$ cat config.mk
export PLATFORM = sky130hd
export DESIGN_NAME = video_interface_register_timer_flat
export DESIGN_NICKNAME = d
export VERILOG_FILES = /design/src/design/vit_pkg.sv /design/src/design/vit_req_if.sv /design/src/design/vit_rsp_if.sv /design/src/design/vit_line_calc.sv /design/src/design/vit_core.sv /design/src/design/video_interface_register_timer.sv /design/src/flat_wrapper.sv
export SDC_FILE = /design/constraint.sdc
export NUM_CORES = 2
export LEC_CHECK = 0
export BUFFER_PORTS_ARGS = -buffer_cell sky130_fd_sc_hd__buf_2
export CAP_MARGIN = 40
export CORE_UTILIZATION = 42
export DETAILED_ROUTE_END_ITERATION = 12
export HOLD_SLACK_MARGIN = 0.05
export PLACE_DENSITY = 0.67
export SYNTH_ARGS = -nofsm -noshare
export SYNTH_HDL_FRONTEND = slang
export SYNTH_SLANG_ARGS = --single-unit
$ cat constraint.sdc
create_clock -name clk -period 22.1 [get_ports clk]
set_clock_uncertainty 0.2 [all_clocks]
set_input_delay 1.105 -clock clk [delete_from_list [all_inputs] [get_ports clk]]
set_output_delay 1.105 -clock clk [all_outputs]
set_load 0.005 [all_outputs]
$ cat src/design/vit_pkg.sv
// ----------------------------------------------------------------------------
// vit_pkg: shared types and constants
// Transfer payloads, operation codes, register indices and timing constants.
// ----------------------------------------------------------------------------
package vit_pkg;

  localparam logic [1:0] FUNC_READ  = 2'd0;
  localparam logic [1:0] FUNC_WRITE = 2'd1;
  localparam logic [1:0] FUNC_EVENT = 2'd2;

  localparam logic [3:0] REG_STATUS  = 4'd0;
  localparam logic [3:0] REG_WIDTH   = 4'd2;
  localparam logic [3:0] REG_CURRENT = 4'd4;
  localparam logic [3:0] REG_VSYNC   = 4'd6;

  localparam int unsigned INTERLACE_BIT = 6;

  localparam logic [31:0] LINE_CYCLES    = 32'd1500;
  localparam logic [31:0] DEFAULT_PERIOD = 32'd500000;
  localparam logic [31:0] RESET_PERIOD   = 32'd5000;

  // floor(y / 375) = (y * RECIP_375) >> RECIP_SHIFT, exact for y < 2^30
  localparam logic [30:0] RECIP_375   = 31'd1466015504;
  localparam int unsigned RECIP_SHIFT = 39;

  typedef struct packed {
    logic [1:0]  func;
    logic [3:0]  reg_index;
    logic [31:0] write_data;
    logic [31:0] write_mask;
    logic [31:0] cpu_count;
  } req_item_t;

  typedef struct packed {
    logic [31:0] read_data;
    logic        irq_raise;
    logic        irq_clear;
    logic        status_changed;
    logic        width_changed;
    logic [31:0] next_event_time;
  } rsp_item_t;

endpackage

$ cat src/design/vit_req_if.sv
// ----------------------------------------------------------------------------
// vit_req_if: request channel
// Valid/ready channel carrying one bus access or event per transfer.
// ----------------------------------------------------------------------------
interface vit_req_if;
  logic                valid;
  logic                ready;
  vit_pkg::req_item_t  data;

  modport source (output valid, output data, input ready);
  modport sink (input valid, input data, output ready);
endinterface

$ cat src/design/vit_rsp_if.sv
// ----------------------------------------------------------------------------
// vit_rsp_if: response channel
// Valid/ready channel carrying one result per transfer.
// ----------------------------------------------------------------------------
interface vit_rsp_if;
  logic                valid;
  logic                ready;
  vit_pkg::rsp_item_t  data;

  modport source (output valid, output data, input ready);
  modport sink (input valid, input data, output ready);
endinterface

$ cat src/design/vit_line_calc.sv
// ----------------------------------------------------------------------------
// vit_line_calc: current line computation
// Cycles into the frame divided by 1500 via reciprocal multiply; field in bit 0.
// ----------------------------------------------------------------------------
module vit_line_calc (
  input  logic [31:0] frame_period,
  input  logic [31:0] next_time,
  input  logic [31:0] cpu_count,
  input  logic        field_bit,
  output logic [31:0] line
);

  logic [31:0] span;
  logic [29:0] quarter;
  logic [60:0] prod;
  logic [21:0] quot;

  assign span    = frame_period - (next_time - cpu_count);
  assign quarter = span[31:2];
  assign prod    = {31'd0, quarter} * {30'd0, vit_pkg::RECIP_375};
  assign quot    = prod[60:vit_pkg::RECIP_SHIFT];
  assign line    = {10'd0, quot[21:1], field_bit};

endmodule

$ cat src/design/vit_core.sv
// ----------------------------------------------------------------------------
// vit_core: register bank and frame timing state
// Executes one request per enabled cycle and forms its result.
// ----------------------------------------------------------------------------
module vit_core #(
  parameter int REG_COUNT = 14
) (
  input  logic               clk,
  input  logic               rst,
  input  logic               exec,
  input  vit_pkg::req_item_t item,
  output vit_pkg::rsp_item_t result
);

  localparam int IDX_W = (REG_COUNT > 1) ? $clog2(REG_COUNT) : 1;

  logic [31:0]      bank [REG_COUNT];
  logic             field_bit;
  logic [31:0]      frame_period;
  logic [31:0]      next_time;

  logic             field_bit_next;
  logic [31:0]      frame_period_next;
  logic [31:0]      next_time_next;
  logic             bank_we;
  logic [31:0]      bank_wdata;

  logic             in_range;
  logic [IDX_W-1:0] idx;
  logic [31:0]      cur;
  logic [31:0]      merged;
  logic [31:0]      line;
  logic [31:0]      vsync;
  logic [31:0]      status;
  logic [31:0]      vs_period;
  logic             differs;

  assign in_range = {1'b0, item.reg_index} < 5'(REG_COUNT);
  assign idx      = item.reg_index[IDX_W-1:0];
  assign cur      = in_range ? bank[idx] : 32'd0;
  assign merged   = (cur & ~item.write_mask) | (item.write_data & item.write_mask);
  assign differs  = (cur & item.write_mask) != (item.write_data & item.write_mask);
  assign vsync    = bank[IDX_W'(vit_pkg::REG_VSYNC)];
  assign status   = bank[IDX_W'(vit_pkg::REG_STATUS)];
  assign vs_period = 32'((vsync + 32'd1) * vit_pkg::LINE_CYCLES);

  vit_line_calc u_line (
    .frame_period (frame_period),
    .next_time    (next_time),
    .cpu_count    (item.cpu_count),
    .field_bit    (field_bit),
    .line         (line)
  );

  always_comb begin
    field_bit_next    = field_bit;
    frame_period_next = frame_period;
    next_time_next    = next_time;
    bank_we           = 1'b0;
    bank_wdata        = merged;
    result            = '0;
    case (item.func)
      vit_pkg::FUNC_READ: begin
        if (item.reg_index == vit_pkg::REG_CURRENT) begin
          bank_we          = 1'b1;
          bank_wdata       = line;
          result.read_data = line;
        end else begin
          result.read_data = cur;
        end
      end
      vit_pkg::FUNC_WRITE: begin
        if (in_range) begin
          if (item.reg_index == vit_pkg::REG_STATUS) begin
            bank_we               = 1'b1;
            result.status_changed = differs;
          end else if (item.reg_index == vit_pkg::REG_WIDTH) begin
            bank_we              = 1'b1;
            result.width_changed = differs;
          end else if (item.reg_index == vit_pkg::REG_CURRENT) begin
            result.irq_clear = 1'b1;
          end else begin
            bank_we = 1'b1;
          end
        end
      end
      vit_pkg::FUNC_EVENT: begin
        field_bit_next    = field_bit ^ status[vit_pkg::INTERLACE_BIT];
        frame_period_next = (vsync == 32'd0) ? vit_pkg::DEFAULT_PERIOD : vs_period;
        next_time_next    = next_time + frame_period_next;
        result.irq_raise  = 1'b1;
      end
      default: begin
      end
    endcase
    result.next_event_time = next_time_next;
  end

  always_ff @(posedge clk) begin
    if (rst) begin
      for (int i = 0; i < REG_COUNT; i++) begin
        bank[i] <= 32'd0;
      end
      field_bit    <= 1'b0;
      frame_period <= vit_pkg::RESET_PERIOD;
      next_time    <= vit_pkg::RESET_PERIOD;
    end else if (exec) begin
      if (bank_we) begin
        bank[idx] <= bank_wdata;
      end
      field_bit    <= field_bit_next;
      frame_period <= frame_period_next;
      next_time    <= next_time_next;
    end
  end

endmodule

$ cat src/design/video_interface_register_timer.sv
// ----------------------------------------------------------------------------
// video_interface_register_timer: video interface registers and frame timer
// Path: a request is registered at the input, executed by the core, and its result registered at the output.
// Throughput: one request per cycle; a stalled result stops input once two are held.
// One pass: register read/merge, reciprocal multiply for line, period update.
// Reset: synchronous; bank cleared, field 0, period and next event 5000.
// ----------------------------------------------------------------------------
module video_interface_register_timer #(
  parameter int REG_COUNT = 14
) (
  input logic   clk,
  input logic   rst,
  vit_req_if.sink   req,
  vit_rsp_if.source rsp
);

  logic               in_valid;
  vit_pkg::req_item_t in_item;
  logic               out_valid;
  vit_pkg::rsp_item_t out_item;
  vit_pkg::rsp_item_t result;
  logic               advance;

  assign advance   = in_valid && (!out_valid || rsp.ready);
  assign req.ready = !in_valid || advance;
  assign rsp.valid = out_valid;
  assign rsp.data  = out_item;

  vit_core #(.REG_COUNT(REG_COUNT)) u_core (
    .clk    (clk),
    .rst    (rst),
    .exec   (advance),
    .item   (in_item),
    .result (result)
  );

  always_ff @(posedge clk) begin
    if (rst) begin
      in_valid  <= 1'b0;
      out_valid <= 1'b0;
    end else begin
      if (req.valid && req.ready) begin
        in_valid <= 1'b1;
      end else if (advance) begin
        in_valid <= 1'b0;
      end
      if (advance) begin
        out_valid <= 1'b1;
      end else if (rsp.ready) begin
        out_valid <= 1'b0;
      end
    end
  end

  always_ff @(posedge clk) begin
    if (req.valid && req.ready) begin
      in_item <= req.data;
    end
    if (advance) begin
      out_item <= result;
    end
  end

endmodule

$ cat src/flat_wrapper.sv
// flat-port wrapper written by rule: the top's interface ports become plain ports
module video_interface_register_timer_flat 
#(
  parameter int REG_COUNT = 14
)
  (clk, rst, req_valid, req_data, req_ready, rsp_valid, rsp_data, rsp_ready);
  vit_req_if req_i ();
  vit_rsp_if rsp_i ();
  input logic clk;
  input logic rst;
  input wire logic [$bits(req_i.valid)-1:0] req_valid;
  input wire logic [$bits(req_i.data)-1:0] req_data;
  output wire logic [$bits(req_i.ready)-1:0] req_ready;
  output wire logic [$bits(rsp_i.valid)-1:0] rsp_valid;
  output wire logic [$bits(rsp_i.data)-1:0] rsp_data;
  input wire logic [$bits(rsp_i.ready)-1:0] rsp_ready;
  assign req_i.valid = req_valid;
  assign req_i.data = req_data;
  assign req_ready = req_i.ready;
  assign rsp_valid = rsp_i.valid;
  assign rsp_data = rsp_i.data;
  assign rsp_i.ready = rsp_ready;
  video_interface_register_timer #(.REG_COUNT(REG_COUNT)) u_core (.clk(clk), .rst(rst), .req(req_i), .rsp(rsp_i));
endmodule
# --- After elaboration in Yosys (flattened, before gate mapping) ---
# Memories as Yosys holds them, arrays and structs flattened. A register that Yosys moved wholly into a read port is not among the register bits.
# Index checks and enable logic that the tools add are counted.
totals:
  input_bits: 106
  regBits: 237
  n_memories: 1
  ramBits: 448
  out_inout_bits: 70
  word_cells: 84
classes:
  n_lt_le_gt_ge: 1
  n_mux: 27
  bitwise_logic: 10
  eq_ne: 5
  multipliers: 2
  add_sub_neg: 4
  n_reduce_logical: 17
memory_table:
  columns: ["name", "words", "word_bits", "rd", "rd_ports_with_merged_regs", "write_ports", "line", "source"]
  rows:
  - ["u_core.u_core.bank", 14, 32, 3, 1, 14, "vit_core.sv:17", "logic [31:0] bank [REG_COUNT];"]
ops:
  columns: ["operator", "count"]
  rows:
  - ["two-way mux 32 bit", 6]
  - ["bitwise AND 32 bit", 3]
  - ["subtractor 32 bit", 2]
  - ["multiplier 30 x 27 -> 57 bit (second input constant)", 1]
  - ["adder 32 x 1 -> 32 bit (second input constant)", 1]
  - ["adder 32 bit", 1]
  - ["zero test 32 bit", 1]
  - ["multiplier 32 x 9 -> 30 bit (second input constant)", 1]
  - ["inequality test 32 bit", 1]
  - ["NOT 32 bit", 1]
  - ["bitwise OR 32 bit", 1]
  - ["OR reduction 32 bit", 1]
  - ["two-way mux 22 bit", 1]
  - ["two-way mux 1 bit", 17]
  - ["two-way mux 4 bit", 2]
  - ["OR reduction 4 bit", 2]
  - ["== test 4 x 2 -> 1 bit (second input constant)", 1]
  - ["== test 4 x 3 -> 1 bit (second input constant)", 1]
  - ["zero test 4 bit", 1]
  - ["< comparator 4 bit (second input constant)", 1]
  - ["NOT 1 bit", 4]
  - ["nonzero test 2 bit", 2]
  - ["AND reduction 3 bit", 1]
  - ["== test 2 x 1 -> 1 bit (second input constant)", 1]
  - ["9 further kinds", 12]

# --- Depth between registers and ports, before layout ---
depth:
  word_depth: 12
  mapped_depth: 42
  mapped_depth_nobuf: 40

# --- By module ---
# A second synthesis with hierarchy kept.
hier_totals:
  hier_cells: 4958
  hier_area_um2: 53481.3
by_module_without_submodules:
  columns: ["module", "seq_area_each_um2", "n_inst", "cells_each", "area_per_inst_um2"]
  rows:
  - ["vit_core", 14674.1, 1, 2884, 30833.3]
  - ["vit_line_calc", 0.0, 1, 1894, 17439.2]
  - ["video_interface_register_timer", 5144.9, 1, 180, 5208.7]

# --- Worst setup path before layout ---
# OpenSTA, ideal clock, no wires.
synth_timing:
  path_type: "flip-flop to flip-flop"
  startpoint: "register u_core.u_core.frame_period[12]"
  endpoint: "memory u_core.u_core.bank[10][21], data pin"
  setup_time_ns: 0.265
  path_buffers: 2
  setup_slack_ns: 11.864
  stages_incl_launch_ff: 38
  t_arrival_ns: 9.771
  period_less_slack_ns: 10.236
  t_required_ns: 21.635
  path_cell_list: "dfxtp_1 inv_1 fa_1 inv_1 ha_1 a21o_1 a21o_1 a21o_1 a211oi_1 o211ai_1 a211oi_1 o21ai_1 nand4_1 nand4b_1 a21oi_1 xor2_1 ha_1 fa_1 (+2 left out) fa_1 fa_1 inv_1 fa_1 inv_1 ha_1 nand4_1 or2_1 buf_2 or4_1 a211oi_2 o2111ai_2 o311ai_2 a31oi_1 mux2i_1 nor3b_1 buf_2 nor2_1"
synth_rtl:
  columns: ["item", "line", "source"]
  rows:
  - ["from (decl)", "vit_core.sv:19", "logic [31:0] frame_period;"]
  - ["from (signal assigned)", "vit_core.sv:105", "frame_period <= vit_pkg::RESET_PERIOD;"]
  - ["from (signal assigned)", "vit_core.sv:112", "frame_period <= frame_period_next;"]
  - ["to (decl)", "vit_core.sv:17", null]

==> impl_results.md <==
- Hold_buf cts: 0
- Layout Area Growth over Synthesis: 11.3%
- Port Buffers: roughly 170
- First-pass GRT wire length: ~230,000 um
- Drc violations: 0
- Post-synth top flop: edfxtp_1
- Layout cells sized above 1: between 10% and 20%
- CTS root buf: clkbuf_16
- RSZ-0062 raised after global routing: false
- Post-synthesis register bit count: 746
- Clock slew at reported path FFs: 0.06 ns
- Initial antenna violation count: 7
- Crit. End Element: flop
- Clk buf depth: 3
- Crit path time final: 11.90 ns
- Slowest CP cell: xor2_1
- Setup TNS: 0 ns
- Most frequent CP cell: inv_1
- Synthesized area per cell: 11.4 um2
- Post_cts resized: 0
- CP Class: reg2reg
- Fin crit share: a little over half
- Die outline width: 361 um
- Clock Latency Late Sink: 0.68 ns
- Drt total wl: 149,000 um
- EDFF count, synth: 679
- IO Pins: 176
- Die Height: roughly 360 um
- Synth warn: 0
- Required @ worst endpoint: 22.30 ns
- MaxCap Viol Count: 0
- Congestion Overflow GR: 0
- RePlAce Congestion: 0.938
- CP arrival: 12.10 ns
- GRT Total Usage: 23.1%
- Top delay family on crit path: adder cells
- Post-Syn Area: 54,200 um2
- Post-CTS Repair Setup Buffers: 0
- Status: finished, final reports clean
- Cells after synthesis: ~4.7k
- Final HPWL DP: 112,000 um
- CP Launch Type: flop
- Async S/R FF share, synth: 0%
- Nets: ~6.0k
- TritonCTS clock tree: yes
- Max-slew violations: 0
- Slew @ Worst Pin: 0.957 ns
- Row count: about 130
- Final hold violations: 0
- Largest net degree at the start of global routing: 67
- Finish-stage setup viols: 0
- Post-DR vias/cell: 5.44
- Htree depth: 3
- F_max: 84.0 MHz
- CP max FO: 10
- Die ar.: 131,000 um2
- Core ar.: 128,000 um2
- Sequential-to-total area share from yosys stat: around two fifths
- Slowest stage delay, CP: 0.60 ns
- CTS Buf Count: 81
- Antenna cell count: 0
- TritonCTS Sinks: 746
- Vias in the first global route: 36.9k
- Initial Utilization: a little over two fifths
- Via Count: between 30k and 40k
- Hold Path Class: reg2reg
- Pre-antenna DRT Iters: 8
- Buf/Inv on CP: 7
- Synth unique cells: a little under 90
- Initial DRC Count: 3,529
- Post-DR wirelength/cell: 22.2 um
- Antenna Violating Nets Remaining: 0
- Max-Slew Margin vs Limit: 35.8%
per-layer routing:
layer | track usage (%) | vias to the layer above | wire, um | share of wire, %
li1 | - | 16300 | - | -
met1 | 30.3 | 18400 | 59300 | 40
met2 | 38.9 | 1628 | 72000 | 48
met3 | 3.82 | 276 | 12900 | 8.7
met4 | 7.49 | 2 | 4880 | 3.3
met5 | 0 | - | 12 | 0.0081
cell usage after synthesis, drive strengths merged, types with 4 or more instances:
master	count	share of area, %
edfxtp	679	38
a211oi	28	0.41
or2	10	0.12
nor2b	14	0.16
nor4b	4	0.065
nand4	27	0.31
buf	36	0.31
mux4	160	6.7
a21oi	142	1.3
o21ai	118	1.1
or3	9	0.10
o21bai	15	0.21
o211ai	17	0.24
nor4	14	0.16
mux2	4	0.083
nand2b	23	0.27
a31o	5	0.081
inv	880	6.1
nand3	46	0.42
xnor2	142	2.3
a41oi	4	0.065
o31ai	4	0.055
and3	18	0.21
nor3	32	0.32
dfxtp	67	2.5
o21a	21	0.29
mux2i	7	0.13
xor2	76	1.2
nor3b	4	0.055
maj3	4	0.074
o41ai	5	0.081
fa	463	17
ha	431	9.9
nor2	596	4.1
a31oi	12	0.14
and4	9	0.15
o22ai	16	0.18
a2111oi	4	0.065
o32ai	4	0.078
nand2	287	2.0
a21o	67	0.93
and2	33	0.38
a22oi	17	0.24
clkbuf	141	0.98
cell type report:
| cell class | count | area (um2) |
|---|---|---|
| Clock buffer | 110 | 2210 |
| Timing Repair Buffer | 276 | 1730 |
| Clock inverter | 35 | 414 |
| Inverter | 881 | 3310 |
| Sequential cell | 746 | 21700 |
| Multi-Input combinational cell | 3011 | 28900 |
| Fill cell | 11400 | 67500 |
| Tap cell | 1662 | 2080 |
cell families (layout without fill, tap and decap cells):
kind of cell / after synthesis / count (layout) / synth area share (%)
flops: 746 / 746 / 40.1
fa+ha+maj: 898 / 898 / 27.1
simple gates: 1133 / 1133 / 8.93
compound gates: 514 / 514 / 6.09
other cells: 1 / 76 / 0.00691
xor+xnor: 219 / 219 / 3.56
buf+inv: 1058 / 1302 / 7.38
mux: 171 / 171 / 6.86
worst reg2reg max path, delay by kind of cell, from the launching register on:
family,cells,cell delay [ns]
DFF,1,0.33
and+or+nand+nor,5,1.30
adders and majority gates,10,4.41
buffers and inverters,7,0.72
AOI/OAI and AO/OA,13,3.59
xor gates and xnor gates,2,1.07
metrics by stage:
stage	util [%]	setup WS [ns]	area, um2	hold WS [ns]	instances
3_5_place_dp	45.2	10.46	57700	0.248	6576
3_3_place_gp	44.9	10.26	57400	0.242	6549
2_1_floorplan	-	11.86	54500	0.236	4815
6_report	47.2	10.20	60400	0.258	6721
5_1_grt	47.2	9.86	60400	0.276	6721
4_1_cts	47.2	10.44	60400	0.258	6721
path summary, 6_finish.rpt:
| path | from | to | slack (ns) | cells after the start |
|---|---|---|---|---|
| setup / recovery | u_core.u_core.frame_period[2] | u_core.u_core.bank[11][17] | 10.20 | 37 |
| setup reg to reg | u_core.u_core.frame_period[2] | u_core.u_core.bank[11][17] | 10.20 | 37 |
| hold / removal | u_core.u_core.frame_period[25] | u_core.u_core.frame_period[25] | 0.26 | 2 |
| hold reg to reg | u_core.u_core.frame_period[25] | u_core.u_core.frame_period[25] | 0.26 | 2 |
cell usage in the layout, fill, tap and decap left out, types with 23 or more instances in the layout:
master	Yosys	final
nand3_1	46	44
nand2_1	287	278
and2_1	31	31
buf_2	14	175
o21ai_0	98	98
conb_1	1	76
a21o_1	67	67
dfxtp_1	67	64
clkbuf_1	141	25
a21oi_1	142	142
mux4_2	159	159
inv_1	871	870
clkbuf_16	0	84
a211oi_1	26	23
nor3_1	31	30
nand4_1	27	27
fa_1	463	463
xnor2_1	142	140
ha_1	431	431
buf_4	4	90
xor2_1	76	75
edfxtp_1	679	679
nor2_1	596	595
flip-flops by register name (all words and copies together), names as in the netlist, named ones only:
register	flops
u_core.in_item	101
u_core.u_core.bank	512
u_core.u_core.frame_period	30
u_core.in_valid	1
u_core.u_core.next_time	30
u_core.u_core.field_bit	1
u_core.rsp.data	66
u_core.rsp.valid	1
Power is not shown: default switching activity piles up to over one toggle a cycle in this logic, so the estimate is an artifact.
